--- config.mk ---
export PLATFORM = sky130hd
export DESIGN_NAME = imm_mac
export DESIGN_NICKNAME = d
export VERILOG_FILES = /design/src/hdl/imm_pkg.sv /design/src/hdl/imm_mac.sv
export SDC_FILE = /design/constraint.sdc
export NUM_CORES = 2
export LEC_CHECK = 0
export BUFFER_PORTS_ARGS = -buffer_cell sky130_fd_sc_hd__buf_2
export CORE_MARGIN = 2
export CORE_UTILIZATION = 40
export CTS_CLUSTER_SIZE = 12
export DETAILED_ROUTE_END_ITERATION = 8
export GPL_ROUTABILITY_DRIVEN = 0
export PLACE_DENSITY = 0.56
export SKIP_CTS_REPAIR_TIMING = 1
export SYNTH_ARGS = -nofsm -noshare
export SYNTH_HDL_FRONTEND = slang
export SYNTH_SLANG_ARGS = --single-unit
--- constraint.sdc ---
create_clock -name clk -period 25 [get_ports clk]
set_clock_uncertainty 0.1 [all_clocks]
set_input_delay 5 -clock clk [delete_from_list [all_inputs] [get_ports clk]]
set_output_delay 5 -clock clk [all_outputs]
set_load 0.05 [all_outputs]
--- src/hdl/imm_pkg.sv ---
// Shared types and constants for the integer matrix multiplier.
`default_nettype none

package imm_pkg;

  // Widths fixed by the word layout.
  localparam int IDX_W   = 3;
  localparam int DIM_W   = 4;
  localparam int FUNC_W  = 2;
  localparam int ELEM_W  = 64;
  localparam int HALF_W  = 32;
  localparam int ACC_W   = 64;
  localparam int WORD_W  = 72;

  // Input word kinds carried on in_tuser.
  localparam logic [FUNC_W-1:0] FUNC_LOAD_A  = 2'd0;
  localparam logic [FUNC_W-1:0] FUNC_LOAD_B  = 2'd1;
  localparam logic [FUNC_W-1:0] FUNC_COMPUTE = 2'd2;

  // Configuration register indexes.
  localparam logic [1:0] REG_ROWS_A    = 2'd0;
  localparam logic [1:0] REG_COLS_B    = 2'd1;
  localparam logic [1:0] REG_INNER_LEN = 2'd2;
  localparam logic [1:0] REG_WORD_MODE = 2'd3;

  // Sequencer states.
  typedef enum logic [2:0] {
    ST_IDLE,
    ST_FETCH,
    ST_MUL_LL,
    ST_MUL_LH,
    ST_MUL_HL,
    ST_SUM,
    ST_EMIT
  } state_t;

  // Which pair of 32-bit halves the shared multiplier takes.
  typedef enum logic [1:0] {
    SEL_LL,
    SEL_LH,
    SEL_HL
  } mul_sel_t;

  // Control from the sequencer to the multiply-accumulate unit.
  typedef struct packed {
    logic     clear;
    logic     mul_en;
    mul_sel_t sel;
  } mac_ctl_t;

endpackage

`default_nettype wire

--- src/hdl/imm_mac.sv ---
// Shared 32x32 multiplier with a 64-bit wrapping accumulator.
`default_nettype none

module imm_mac
  import imm_pkg::*;
(
  input  wire logic             clk,
  input  wire logic             rst_n,
  input  wire mac_ctl_t         ctl,
  input  wire logic [ACC_W-1:0] a_op,
  input  wire logic [ACC_W-1:0] b_op,
  output logic      [ACC_W-1:0] acc
);

  logic [HALF_W-1:0] mul_x;
  logic [HALF_W-1:0] mul_y;
  logic [ACC_W-1:0]  prod_r;
  logic              add_r;
  logic              add_nxt;
  logic              shift_r;
  logic              shift_nxt;
  logic [ACC_W-1:0]  acc_r;
  logic [ACC_W-1:0]  acc_nxt;
  logic [ACC_W-1:0]  addend;

  // Operand halves for the current partial product.
  always_comb begin
    case (ctl.sel)
      SEL_LL: begin
        mul_x = a_op[HALF_W-1:0];
        mul_y = b_op[HALF_W-1:0];
      end
      SEL_LH: begin
        mul_x = a_op[HALF_W-1:0];
        mul_y = b_op[ACC_W-1:HALF_W];
      end
      SEL_HL: begin
        mul_x = a_op[ACC_W-1:HALF_W];
        mul_y = b_op[HALF_W-1:0];
      end
      default: begin
        mul_x = '0;
        mul_y = '0;
      end
    endcase
  end

  // Cross terms land in the upper half; their upper product bits wrap away.
  assign add_nxt   = ctl.mul_en;
  assign shift_nxt = (ctl.sel != SEL_LL);
  assign addend    = shift_r ? {prod_r[HALF_W-1:0], {HALF_W{1'b0}}} : prod_r;

  always_comb begin
    acc_nxt = acc_r;
    if (ctl.clear) begin
      acc_nxt = '0;
    end else if (add_r) begin
      acc_nxt = acc_r + addend;
    end
  end

  // The product is registered, then added into the accumulator in the following cycle.
  always_ff @(posedge clk) begin
    if (!rst_n) begin
      add_r   <= 1'b0;
      shift_r <= 1'b0;
    end else begin
      add_r   <= add_nxt;
      shift_r <= shift_nxt;
    end
    if (ctl.mul_en) begin
      prod_r <= ACC_W'(mul_x * mul_y);
    end
    acc_r <= acc_nxt;
  end

  assign acc = acc_r;

endmodule

`default_nettype wire
* After elaboration in Yosys (flattened, before gate mapping)
Index checks and enable logic that the tools add are counted.
** Operators by class
- $add $sub $neg :: 1
- Equality and inequality tests :: 2
- $mul :: 1
- Mux-type cells :: 3
- Reduce and logical (&&, ||, !) cells :: 4
** Operators by type and width (count)
- case mux 32 bit (2 select lines) :: 2
- adder 64 bit :: 1
- multiplier 32 x 32 -> 64 bit :: 1
- two-way mux 64 bit :: 1
- OR reduction 2 bit :: 2
- equality test 2 x 1 -> 1 bit, second input constant :: 1
- equality test 2 bit, second input constant :: 1
- logical NOT 2 bit :: 1
- nonzero test 2 bit :: 1
** Word-level totals
- Register bits after elaboration :: 130
- Output and inout port bits :: 64
- Bits of input ports :: 134
- Logic and storage cells :: 15

* Longest topological paths before layout
- Word-level depth :: 4
- Gate-level depth with buffers :: 35
- Mapped depth without buffers :: 31

* Worst setup path after synthesis
OpenSTA, ideal clock, no wires.
- Path kind :: input -> register
- Start :: input ctl[1] (netlist bit)
- End :: register prod_r[56] (data pin)
- Required time :: 24.637 ns
- Path buffers :: 4
- Stages on the path :: 29
- Arrival :: 12.731 ns
- Library setup time :: 0.263 ns
- Setup slack :: 11.906 ns
- Path through :: inv_1 > nor2_1 > clkbuf_1 > a22o_1 > clkbuf_1 > clkbuf_1 > nand2_1 > fa_1 > fa_1 > fa_1 > fa_1 > inv_1 > fa_1 > fa_1 > fa_1 > inv_1 > fa_1 > inv_1 > ha_1 > clkbuf_1 > nand4_1 > or2_2 > nor2b_1 > o2111ai_2 > a211oi_1 > a211oi_2 > nor2b_1 > a311oi_2 > xnor2_1
** Between the ends
- Longest elaborated chain between the ends :: 4
- Elaborated cells on any way between the ends :: 8
- Those cells by class :: mul (1); eq/ne (2); mux (2); reduce/logical (3)
** Ends and longest elaborated chain
- start: declaration :: line imm_mac.sv:9 : input wire mac_ctl_t ctl,
- equality test 2 x 1 -> 1 bit, or another cell as far along :: line imm_mac.sv:28 : case (ctl.sel)
- OR reduction 2 bit (no line)
- case mux 32 bit (2 select lines) :: line imm_mac.sv:28
- multiplier 32 x 32 -> 64 bit * :: line imm_mac.sv:72 : prod_r <= ACC_W'(mul_x * mul_y);
- end signal: assignment :: line imm_mac.sv:72
- end: declaration :: line imm_mac.sv:17 : logic [ACC_W-1:0] prod_r;
Mark *: on every way between the ends. The rest lies on a longest branch, timed or not.
A chain may end at the register's enable or synchronous reset.

* Worst setup path in the final report
- Start :: input ctl[0] (netlist bit)
- End :: register prod_r[59] (data pin)
Same word-level chain as after synthesis.

==> metrics <==
outcome finished clean; FILL cells 10300; TritonCTS clock tree yes; vias in the first global route 35000; Post-Syn Nets 6128; DR pass1 iterations 6; CP startpoint kind input pin; clock slew at reported path FFs ~0.06 ns; CORE AREA ~0.10 mm²; Synth cell types 92; RSZ-0062 raised after global routing no; Wirelength per Cell 24.1 µm; CTS Sinks 130; Mapped Cells 4771; setup TNS 0 ns; Final min period approximately 15 ns; GRT Total Usage 0.283; Avg Cell Area, Syn about 8.7 µm²; Synth area leader fa_1; Crit path required time 25.08 ns; die height 326 µm; maxcap violations 0; largest net degree at the start of global routing 67; most area-consuming cells after synthesis fa_1, ha_1, inv_1; drt via density 5.53; CP Class in -> reg; # IOs 198; final WL 150 mm; Slew @ Worst Pin 1.43 ns; IO buf count 197; max incr delay on CP 0.81 ns; placed cell count 6207; critical path arrival 14.68 ns; Final HPWL DP 117 mm; FP Rows 118; Worst-Skew Late Latency approximately 0.44 ns; max_slew headroom 0.0413; clk root buf clkbuf_16; CP Capture Type register; max-slew violation count 0; first-pass GRT wire length 223 mm; Main synth FF type dfxtp_1; antenna-violating nets left 0; Post-synth EDFFs 64; nets 6203; CP Max Fanout 37; ratio of final minimum period to clock period 0.584; Fin. Hold Viols 0; die width between 300 and 400 µm; TritonCTS buffer count 17; final instance area 0.0447 mm²; vias post-DR 34500; number of H-tree levels 4; Worst Hold Class reg -> reg; async set-reset flop share out of synthesis 0; Area Overhead vs Synth 7.77%; Area after DPL 0.0441 mm²; most frequent CP cell fa_1; CTS max path bufs 2; GRT overflow 0; Seq/Total Area, Yosys 0.0782; Critical-path top delay cell a22o_1; most frequent cell after synthesis inv_1; number of synthesized register bits 130; area share of the largest cell type after synthesis 0.433; # setup viols final 0; die area 0.106 mm²; non-filler instance count after layout 6242; starting density of the core 0.402; initial antenna violation count 3; DRC errors left 0; Synth top cells by count inv_1, fa_1, nor2_1; maximum clock rate a little under 0.07 GHz; Initial DRC Count 3290; yosys warns 0; proportion of layout cells with a drive suffix above 1 0.0862; post-synthesis cell area 0.0415 mm²
flip-flops by register name, summed over array words and instances, names as in the netlist:
name and flops:
prod_r 64, acc 64, add_r 1, shift_r 1
metrics by stage:
stage | hold slack [ns] | worst slack, ns | util
floorplan | 0.536 | 11.91 | -
global placement | 0.366 | 10.22 | 0.427
detailed placement | 0.369 | 10.13 | 0.427
CTS | 0.378 | 10.57 | 0.433
global route | 0.402 | 10.04 | 0.433
finish | 0.369 | 10.40 | 0.433
worst paths after layout:
check | cells past startpoint | slack, ns | startpoint | endpoint
worst max-delay path | 28 | 10.40 | ctl[0] | prod_r[59]
worst min-delay path | 2 | 0.37 | acc[58] | acc[58]
worst max register to register | 15 | 20.27 | shift_r | acc[62]
worst min register to register | 2 | 0.37 | acc[58] | acc[58]
placed cells by master (no fill, tap or decap), types with 66 or more instances in the layout:
master,count
xnor2_1,66
inv_1,933
ha_1,326
a21oi_1,144
fa_1,897
nand2_1,562
o21ai_0,68
buf_2,196
a21o_1,82
nor2_1,717
buf_4,94
area by class of cell:
class                           instances  area (µm²)  share of cell area
Tap cell                             1380        1730              0.0386
Antenna cell                            3        7.51            0.000168
Inverter                              934        3510              0.0785
Timing Repair Buffer                  290        1690              0.0377
Multi-Input combinational cell       3473       33900               0.759
Clock buffer                           19         454              0.0102
Clock inverter                         13         129             0.00288
Sequential cell                       130        3250              0.0726
critical path, delay by kind of cell:
kind / cells / cell delay, ns
adder cells (fa/ha/maj): 9 / 4.35
buffers and inverters: 6 / 1.21
XOR/XNOR: 1 / 0.16
AND/OR/NAND/NOR: 4 / 1.01
AO/OA/AOI/OAI: 8 / 2.86
cells by family (layout without fill, tap and decap cells):
logic type,Yosys count,after routing,synth area share
muxes,64,64,0.0164
AOI/OAI and AO/OA,576,576,0.0959
buffers and inverters,1168,1256,0.106
and+or+nand+nor,1501,1501,0.149
xor gates and xnor gates,109,109,0.0230
adders and majority gates,1223,1223,0.531
DFF,130,130,0.0782
other,0,3,0
layer usage:
layer	wire length [µm]	vias up	track usage
li1	-	14800	-
met1	61100	17500	0.384
met2	66000	1740	0.436
met3	13800	415	0.0511
met4	9440	0	0.143
met5	0	-	0
Power is left out: the tool's default activity adds up to more than one toggle a clock period on the data nets, which glitch-free logic cannot reach.
